**src/sv/mqps_pkg.sv**
```systemverilog
// shared constants and types of the multi-queue priority scheduler
package mqps_pkg;

  localparam int NUM_QUEUES     = 5;
  localparam int QUEUE_CAPACITY = 16;
  localparam int PRIORITY_BITS  = 8;
  localparam int ID_BITS        = 16;

  localparam int FUNC_W   = 1;
  localparam int QIDX_W   = 3;
  localparam int PREQ_W   = 8;
  localparam int STATUS_W = 3;
  localparam int TASK_W   = 16;
  localparam int COUNT_W  = $clog2(QUEUE_CAPACITY + 1);

  localparam logic [FUNC_W-1:0] FUNC_INSERT = 1'b0;
  localparam logic [FUNC_W-1:0] FUNC_REMOVE = 1'b1;

  localparam logic [STATUS_W-1:0] ST_INSERTED = 3'd0;
  localparam logic [STATUS_W-1:0] ST_REMOVED  = 3'd1;
  localparam logic [STATUS_W-1:0] ST_EMPTY    = 3'd2;
  localparam logic [STATUS_W-1:0] ST_FULL     = 3'd3;
  localparam logic [STATUS_W-1:0] ST_NO_IDS   = 3'd4;

  typedef struct packed {
    logic [ID_BITS-1:0]       id;
    logic [PRIORITY_BITS-1:0] prio;
  } entry_t;

  typedef struct packed {
    logic   ins;
    logic   rem;
    entry_t new_entry;
  } queue_op_t;

endpackage

```
**src/sv/mqps_cell.sv**
```systemverilog
// one entry of a sorted queue chain
module mqps_cell (
  input  logic               clk_i,
  input  mqps_pkg::queue_op_t op_i,
  input  logic               valid_i,
  input  logic               left_gt_i,
  input  mqps_pkg::entry_t   left_entry_i,
  input  mqps_pkg::entry_t   right_entry_i,
  output logic               gt_o,
  output mqps_pkg::entry_t   entry_o
);
  import mqps_pkg::*;

  entry_t entry_q, entry_d;

  // new entry goes in front of this one (empty slots count as lower)
  assign gt_o = !valid_i || (op_i.new_entry.prio > entry_q.prio);

  always_comb begin
    entry_d = entry_q;
    priority if (op_i.rem) begin
      entry_d = right_entry_i;
    end else if (op_i.ins && left_gt_i) begin
      entry_d = left_entry_i;
    end else if (op_i.ins && gt_o) begin
      entry_d = op_i.new_entry;
    end else begin
      entry_d = entry_q;
    end
  end

  always_ff @(posedge clk_i) begin
    entry_q <= entry_d;
  end

  assign entry_o = entry_q;

endmodule

```
**src/sv/mqps_queue.sv**
```systemverilog
// one priority queue as a sorted chain of cells with its fill count
module mqps_queue (
  input  logic                          clk_i,
  input  logic                          rst_ni,
  input  mqps_pkg::queue_op_t           op_i,
  output logic [mqps_pkg::COUNT_W-1:0]  count_o,
  output logic [mqps_pkg::ID_BITS-1:0]  head_id_o
);
  import mqps_pkg::*;

  logic [COUNT_W-1:0]        count_q, count_d;
  entry_t                    cell_entry [QUEUE_CAPACITY];
  logic [QUEUE_CAPACITY-1:0] cell_gt;

  for (genvar i = 0; i < QUEUE_CAPACITY; i++) begin : g_cell
    entry_t left_entry, right_entry;
    logic   left_gt;

    if (i == 0) begin : g_head
      assign left_gt    = 1'b0;
      assign left_entry = cell_entry[i];
    end else begin : g_mid
      assign left_gt    = cell_gt[i-1];
      assign left_entry = cell_entry[i-1];
    end

    if (i == QUEUE_CAPACITY - 1) begin : g_tail
      assign right_entry = cell_entry[i];
    end else begin : g_body
      assign right_entry = cell_entry[i+1];
    end

    mqps_cell u_cell (
      .clk_i         (clk_i),
      .op_i          (op_i),
      .valid_i       (COUNT_W'(i) < count_q),
      .left_gt_i     (left_gt),
      .left_entry_i  (left_entry),
      .right_entry_i (right_entry),
      .gt_o          (cell_gt[i]),
      .entry_o       (cell_entry[i])
    );
  end

  always_comb begin
    count_d = count_q;
    priority if (op_i.rem) begin
      count_d = count_q - COUNT_W'(1);
    end else if (op_i.ins) begin
      count_d = count_q + COUNT_W'(1);
    end else begin
      count_d = count_q;
    end
  end

  always_ff @(posedge clk_i or negedge rst_ni) begin
    if (!rst_ni) begin
      count_q <= '0;
    end else begin
      count_q <= count_d;
    end
  end

  assign count_o   = count_q;
  assign head_id_o = cell_entry[0].id;

  a_count_range: assert property (@(posedge clk_i) disable iff (!rst_ni)
    count_q <= COUNT_W'(QUEUE_CAPACITY))
    else $error("queue count above capacity");

  a_no_overfill: assert property (@(posedge clk_i) disable iff (!rst_ni)
    op_i.ins |-> count_q != COUNT_W'(QUEUE_CAPACITY))
    else $error("insert into a full queue");

  a_head_order: assert property (@(posedge clk_i) disable iff (!rst_ni)
    count_q >= COUNT_W'(2) |->
      (cell_entry[0].prio > cell_entry[1].prio) ||
      (cell_entry[0].prio == cell_entry[1].prio && cell_entry[0].id < cell_entry[1].id))
    else $error("queue head out of order");

endmodule

```
**config.mk**
```make
export PLATFORM = sky130hd
export DESIGN_NAME = mqps_queue
export DESIGN_NICKNAME = d
export VERILOG_FILES = /design/src/sv/mqps_pkg.sv /design/src/sv/mqps_cell.sv /design/src/sv/mqps_queue.sv
export SDC_FILE = /design/constraint.sdc
export NUM_CORES = 1
export LEC_CHECK = 0
export BUFFER_PORTS_ARGS = -buffer_cell sky130_fd_sc_hd__buf_4
export CAP_MARGIN = 40
export CORE_MARGIN = 2
export CORE_UTILIZATION = 35
export DETAILED_ROUTE_END_ITERATION = 7
export PLACE_DENSITY = 0.48
export SYNTH_ARGS = -nofsm -noshare
export SYNTH_HDL_FRONTEND = slang
export SYNTH_SLANG_ARGS = --single-unit
```
**constraint.sdc**
```tcl
create_clock -name clk_i -period 9.6 [get_ports clk_i]
set_input_delay 0.96 -clock clk_i [delete_from_list [all_inputs] [get_ports clk_i]]
set_output_delay 0.96 -clock clk_i [all_outputs]
set_load 0.005 [all_outputs]
```
# Word level (Yosys, flattened, before mapping)
# Cells that the tools add are included.
[word_totals]
input_bits = 28
word_cells = 182
ff_bits = 389
out_inout_bits = 21
[classes]
muxes = 48
n_lt_le_gt_ge = 32
reduce_logical = 66
bitwise = 1
add_sub_neg = 2
[ops]
columns = ["op", "n"]
rows = [
  ["$mux W24", 46],
  ["$gt A8 B8 Y1", 16],
  ["$reduce_bool A3 Y1", 14],
  ["$lt A4 B5 Y1 const A", 8],
  ["$lt A3 B5 Y1 const A", 4],
  ["$logic_and A1 B1 Y1", 16],
  ["$logic_not A1 Y1", 16],
  ["$logic_or A1 B1 Y1", 16],
  ["$lt A1 B5 Y1 const A", 2],
  ["$lt A2 B5 Y1 const A", 2],
  ["$mux W5", 2],
  ["$reduce_bool A2 Y1", 3],
  ["$add A5 B1 Y5 const B", 1],
  ["$sub A5 B1 Y5 const B", 1],
  ["$reduce_and A2 Y1", 1],
  ["$not A1 Y1", 1],
]

# Longest topological paths before layout
# Gate-level depths: netlist of run 1.
[depth]
depth_word = 7
mapped_depth = 10
mapped_depth_nobuf = 7

# Hierarchy
# From an unflattened synthesis of run 1, not the netlist that was laid out.
[unflattened]
hier_cells = 2265
area_unflattened_um2 = 23467.5
[by_module_without_submodules]
columns = ["module", "cells_per_inst", "instances", "area_each_um2", "seq_area_each_um2"]
rows = [
  ["mqps_cell", 138, 16, 1438.9, 720.7],
  ["mqps_queue", 57, 1, 445.4, 125.1],
]

# Least setup slack after synthesis of run 1
# OpenSTA, ideal clock, no wires.
[synth_timing]
path_type = "input port to flip-flop"
startpoint = "input port op_i[0] in the netlist's numbering"
endpoint = "register g_cell[15].u_cell.entry_q, in the netlist g_cell[15].u_cell.entry_o[0], enable pin"
path_stages = 7
path_slack_ps = 5372
arrival_ps = 3784
setup_ps = 444
t_required_ps = 9156
path_cell_list = "inv_1 ha_1 nor2b_1 o211ai_1 a21oi_1 nor2_1 o32ai_1"
[synth_between]
elab_chain_len = 5
word_cells_on_any_way = 8
classes_between = "2 x order compare; 6 x reduce/logical"
[synth_rtl]
columns = ["element", "line", "source"]
rows = [
  ["from (decl)", "mqps_queue.sv:5", "input mqps_pkg::queue_op_t op_i,"],
  ["$gt A8 B8 Y1", "mqps_cell.sv:17", "assign gt_o = !valid_i || (op_i.new_entry.prio > entry_q.prio);"],
  ["$logic_or A1 B1 Y1", "mqps_cell.sv:17", ""],
  ["$logic_and A1 B1 Y1 (on tied branches)", "mqps_cell.sv:23, mqps_cell.sv:25", ""],
  ["$reduce_bool A2 Y1 (no source line) (*)", "n/a", ""],
  ["$reduce_and A2 Y1 (no source line) (*)", "n/a", ""],
  ["to (signal assigned)", "mqps_cell.sv:33", "entry_q <= entry_d;"],
  ["to (decl)", "mqps_cell.sv:14", "entry_t entry_q, entry_d;"],
]
# Mark *: on every way between the ends. The rest lies on a longest branch, timed or not.
# A chain may end at the register's enable or synchronous reset.

# Worst setup path in the final report of run 1
[layout_timing]
startpoint = "input port op_i[24] in the netlist's numbering"
endpoint = "register g_cell[11].u_cell.entry_q, in the netlist g_cell[11].u_cell.entry_o[18], enable pin"
[layout_between]
elab_chain_len = 1
[layout_rtl]
columns = ["element", "line"]
rows = [
  ["$reduce_bool A3 Y1 (no source line)", "n/a"],
  ["to (signal assigned)", "mqps_cell.sv:33"],
  ["to (decl)", "mqps_cell.sv:14"],
]
# No other way between the ends.

==> run summary, run 1 <==
Detailed Route WL: 99.7 mm
Crit end category: flip-flop
Post-synth EDFFs: 384
Critical setup path kind: in -> reg
CTS resizes: 0
Reg clk slew, reported paths: 60 ps
Hold crit path type: in -> async
Static leakage: 11.0 nW
Fin util: 39.2%
Worst skew pair latency: 610 ps
Die Footprint: 0.0804 mm2
Seq cells post-synth: 389
Synth area leader: edfxtp_1
Max FO, Critical Path: 100
Fin nets: 2,872
Synth unique cells: 53
Post-route ant nets: 0
Multi-input gate area: 0.0139 mm2
Final-report hold violation count: 0
IO Pins: 49
Power per cell area: 307 mW/mm2
Top-count cell post-synth: nand3_1
Largest cells by area after synthesis: edfxtp_1, nand3_1, a22oi_1
Worst ir drop on vdd: 0.000151 V
Total power: 9.32 mW
IO buf count: 48
Area Overhead vs Synth: 11.1%
Vias in the first global route: 24,400
Ant. Diodes: 0
Largest net degree at the start of global routing: 205
Dominant synthesized flop cell: edfxtp_1
Initial core utilization: 35.3%
Share of cells above drive strength 1: 11.2%
Number of DRC markers in iteration 0: 2,481
CP required: 9900 ps
Die height: 284 um
Drt pass-1 iters: 5
Mapped Nets: 3,031
Post-CTS setup buffers: 0
Clk sinks: 389
Global route total overflow: 0
Residual DRC: 0
Register-to-register setup slack: 5930 ps
Arrival time worst endpoint: 4040 ps
FMAX: 0.267 GHz
Clock buffer depth: 3
RR Endpoint: g_cell[11].u_cell.entry_o[18]
Gpl congestion: 0.850
GR Util All Layers: 24.2%
Post-synthesis cell count: 2,872
# setup viols final: 0
Depth of the CTS H-tree: 2
Core ar.: 0.0775 mm2
Clock root buffer: clkbuf_16
Routed vias: 24,300
Slew HR: 38.0%
Routed vias/inst: 6.41
RR Startpoint: count_o[2]
Initial antenna violation count: 0
HPWL after detailed placement: 67.2 mm
Post-synth top cells: nand3_1, edfxtp_1, a22oi_1
CTS tree: done
Max-cap violations: 0
Max Slew Vio Count: 0
Die extent in x: 284 um
Unrepaired setup endpoints after global routing: no
First-pass GRT wire length: 154 mm
Number of fill cells: 7,740
Slew of the pin with the lowest slew margin: 930 ps
Reg2Reg Depth: 7
CTS Buf Count: 49
Routed len/inst: 26.3 um
Max Clock Skew: 27.9 ps
Final Cycle Share: 39.0%
Syn avg cell area: 9.53 um2
Post-CTS Hold Buffers: 0
Setup TNS: 0 ps
Yosys warns: 0
Seq/Total Area, Yosys: 42.6%
Ys async rst share: 1.29%
Area of the mapped netlist: 0.0274 mm2
Final Critical Period: 3740 ps
# rows: 102
Register Area: 0.0117 mm2
Crit start category: input pin
Status: completed
Synth top area share: 42.1%
-- cells in the final DEF, fill, tap and decap left out, drive strengths merged, types with 7 or more instances in the layout --
cell / Yosys / final
inv: 117 / 118
clkinv: 0 / 21
clkbuf: 272 / 58
mux2: 24 / 24
a21oi: 58 / 58
nor2b: 44 / 44
nor3b: 153 / 153
o2111ai: 120 / 120
nand3: 683 / 683
nand4: 37 / 37
a21o: 50 / 50
nor2: 12 / 12
a211oi: 11 / 11
ha: 131 / 131
o31ai: 7 / 7
o21ai: 163 / 163
edfxtp: 384 / 384
a22oi: 337 / 337
nand2: 20 / 20
a2111o: 65 / 65
o211ai: 18 / 18
or3: 14 / 14
buf: 103 / 165
-- where the power goes --
| part | leakage, nW | total, mW | switching [mW] | internal (mW) |
|---|---|---|---|---|
| registers | 4.00 | 3.70 | 0.687 | 3.01 |
| logic | 6.25 | 3.81 | 2.42 | 1.39 |
| clock network | 0.732 | 1.81 | 0.779 | 1.04 |
-- per-layer routing --
layer / up-vias / wire [um] / global-route usage [%]
li1: 11000 / - / -
met5: - / 0 / 0
met2: 947 / 47500 / 39.9
met4: 0 / 2590 / 7.21
met3: 163 / 6070 / 2.67
met1: 12200 / 43600 / 33.2
-- how the worst max path moves through the flow --
stage | from | endpoint | cells past startpoint | slack, ps
detailed placement | op_i[24] | g_cell[11].u_cell.entry_o[17] | 5 | 5290
CTS | op_i[24] | g_cell[11].u_cell.entry_o[14] | 5 | 5910
global route | op_i[24] | g_cell[11].u_cell.entry_o[17] | 5 | 5680
finish | op_i[24] | g_cell[11].u_cell.entry_o[18] | 5 | 5860
floorplan | op_i[0] | g_cell[15].u_cell.entry_o[0] | 7 | 5370
global placement | op_i[24] | g_cell[11].u_cell.entry_o[17] | 4 | 5110
-- final cells by class --
| class | count | share of cell area, % |
|---|---|---|
| multi-input cells | 1991 | 45.8 |
| flip-flops and latches | 389 | 38.3 |
| repair buffers | 165 | 5.21 |
| well taps | 1040 | 4.28 |
| clock buffers | 58 | 4.14 |
| inverters | 117 | 1.45 |
| clock inverters | 28 | 0.774 |
-- worst max-delay path, stage by stage --
cell,delay [ps]
buf_8,490
buf_4,740
buf_4,780
or3_1,680
buf_8,250
-- cell families after synthesis --
family                   share of synthesized area, %
AND/OR/NAND/NOR                                  19.9
AO/OA/AOI/OAI                                    23.0
buffers and inverters                            7.44
flip-flops                                       42.6
adder cells (fa/ha/maj)                          5.99
multiplexers                                    0.988
XOR/XNOR                                        0.128
-- per-stage QoR --
| step | area [um2] | setup WS, ps | std cells | hold slack, ps |
|---|---|---|---|---|
| after CTS | 30400 | 5910 | 3787 | 118 |
| after global routing | 30400 | 5680 | 3788 | 139 |
| after detailed placement | 28900 | 5290 | 3701 | 543 |
| final | 30400 | 5860 | 3788 | 141 |
| after floorplan | 27400 | 5370 | 2872 | 526 |
| after global placement | 28400 | 5110 | 3674 | 547 |
-- sequential cells by signal, indices dropped and copies added, names as in the netlist --
name / count
count_o: 5
g_cell.u_cell.entry_o: 384
Note: power is estimated with default switching activity, not from simulation.
==> run 2, diff against run 1 <==
Clock period 9.6 ns to 3.7 ns, I/O delays scaled along.
==> run 2 against run 1 <==
Worst setup slack got worse by 4900 ps. Worst hold slack got worse by 63 ps. Utilization about the same. First-iteration DRC count increased by 9.5%. Flip-flop and latch count unchanged. Largest power group unchanged. Sequential share of layout area about the same. Non-clock buffer count increased by 29. Cell count increased by 0.92%. Global-route usage decreased by 0.62 points. Register-to-register slack got worse by 5000 ps.
==> run summary, run 2 (same netlist as run 1, synthesis figures left out) <==
Most frequent cells in the layout: nand3_1, edfxtp_1, a22oi_1
Die extent in x: 284 um
# setup viols final: 0
Final Cycle Share: 75.0%
Commonest non-fill, non-tap cell in the layout: nand3_1
Core ar.: 0.0775 mm2
Unrepaired setup endpoints after global routing: no
Die Footprint: 0.0804 mm2
Arrival time worst endpoint: 3120 ps
Crit end category: flip-flop
Max Clock Skew: 27.8 ps
Residual DRC: 0
Final Critical Period: 2770 ps
First-pass GRT wire length: 150 mm
Global route total overflow: 0
Post-CTS Hold Buffers: 1
GR Util All Layers: 23.5%
CTS tree: done
Hold crit path type: in -> reg
Max FO, Critical Path: 18
Status: completed
Worst ir drop on vdd: 0.000335 V
Largest register FFs: 384
Vias in the first global route: 23,500
Clock root buffer: clkbuf_16
Clk sinks: 389
Number of DRC markers in iteration 0: 2,716
Share of cells above drive strength 1: 12.0%
Crit-path most repeated cell: buf_4
Post-CTS setup buffers: 0
IO buf count: 48
Power per cell area: 783 mW/mm2
HPWL after detailed placement: 65.1 mm
Cells after DPL: 3,730
Initial antenna violation count: 2
IO Pins: 49
Max-cap violations: 0
Gpl congestion: 0.848
Routed vias/inst: 6.29
Initial core utilization: 35.3%
Depth of the CTS H-tree: 2
Detailed Route WL: 97.2 mm
Post-route ant nets: 0
Worst skew pair latency: 610 ps
Die height: 284 um
Routed len/inst: 25.4 um
Area Overhead vs Synth: 11.0%
Slowest stage cell, crit path: or3_1
Final-report hold violation count: 0
Finished Layout Cells: 3,823
# rows: 102
Routed vias: 24,100
WP buf/inv: 3
Clock buffer depth: 3
CP required: 4050 ps
Drt pass-1 iters: 8
CTS Buf Count: 49
Slew HR: 42.9%
Slew of the pin with the lowest slew margin: 857 ps
Fin nets: 2,901
Max Slew Vio Count: 0
FMAX: 0.360 GHz
Setup TNS: 0 ps
CTS resizes: 0
Worst stage delay on the critical path: 590 ps
Crit path cell chain: buf_4 -> a211oi_1 -> buf_4 -> or2_1 -> a2111oi_4 -> a21oi_1 -> or3_1 -> buf_12
Largest net degree at the start of global routing: 105
Reg clk slew, reported paths: 60 ps
Static leakage: 11.0 nW
Crit start category: flip-flop
Critical setup path kind: reg -> reg
Crit path max-delay family: simple AND/OR/NAND/NOR gates
[run 2: cell types whose count changed in the layout (fill, tap and decap cells not counted), moves of 3 or more]
cell,previous run,this run
buf_16,13,1
clkbuf_1,9,18
clkinv_1,11,8
buf_8,9,4
buf_12,1,7
buf_4,139,181
[run 2: area by class of cell]
class	instances	area [um2]
sequential	389	11700
fill	7698	47100
clock buffer	68	1310
tap	1040	1300
multi-input combinational	1991	13900
timing repair buffer	194	1600
antenna	1	2.50
clock inverter	23	163
inverter	117	442
[run 2: metal layers]
| layer | up-vias | routed length [um] | part of all wire, % | GRT usage, % |
|---|---|---|---|---|
| li1 | 11100 | - | - | - |
| met1 | 11900 | 44400 | 46 | 33.6 |
| met2 | 905 | 44400 | 46 | 37.3 |
| met3 | 157 | 5430 | 5.6 | 2.60 |
| met4 | 0 | 2920 | 3.0 | 7.47 |
| met5 | - | 0 | 0 | 0 |
[run 2: through the flow]
stage	utilization, %	worst slack (ps)	instance area [um2]	power [mW]	hold slack (ps)
finish	39.2	926	30400	23.8	78.2
CTS	39.2	928	30400	23.8	52.5
global route	39.2	755	30400	25.3	59.5
floorplan	-	61.7	27400	15.5	74.4
global placement	37.2	157	28800	18.8	180
detailed placement	37.3	571	28900	19.2	181
[run 2: power breakdown]
part / internal, mW / switching [mW]
sequential: 7.80 / 1.49
combinational: 3.54 / 6.39
clock: 2.60 / 1.98
total: 13.9 / 9.86
[run 2: worst reg2reg max path: cells and delay by family, from the launching register on]
kind / cells / cell delay [ps]
simple gates: 2 / 860
flops: 1 / 370
buf+inv: 3 / 710
compound gates: 3 / 590
[run 2: final timing paths]
kind | startpoint | end | slack (ps) | depth (start not counted)
min in group asynchronous | rst_ni | count_o[2] | 130 | 2
worst min-delay path | op_i[14] | g_cell[15].u_cell.entry_o[14] | 80 | 2
worst max-delay path | count_o[2] | g_cell[11].u_cell.entry_o[23] | 930 | 8
max in group asynchronous | rst_ni | count_o[1] | 3450 | 2
worst min register to register | g_cell[1].u_cell.entry_o[17] | g_cell[0].u_cell.entry_o[17] | 570 | 1
worst max register to register | count_o[2] | g_cell[11].u_cell.entry_o[23] | 930 | 8
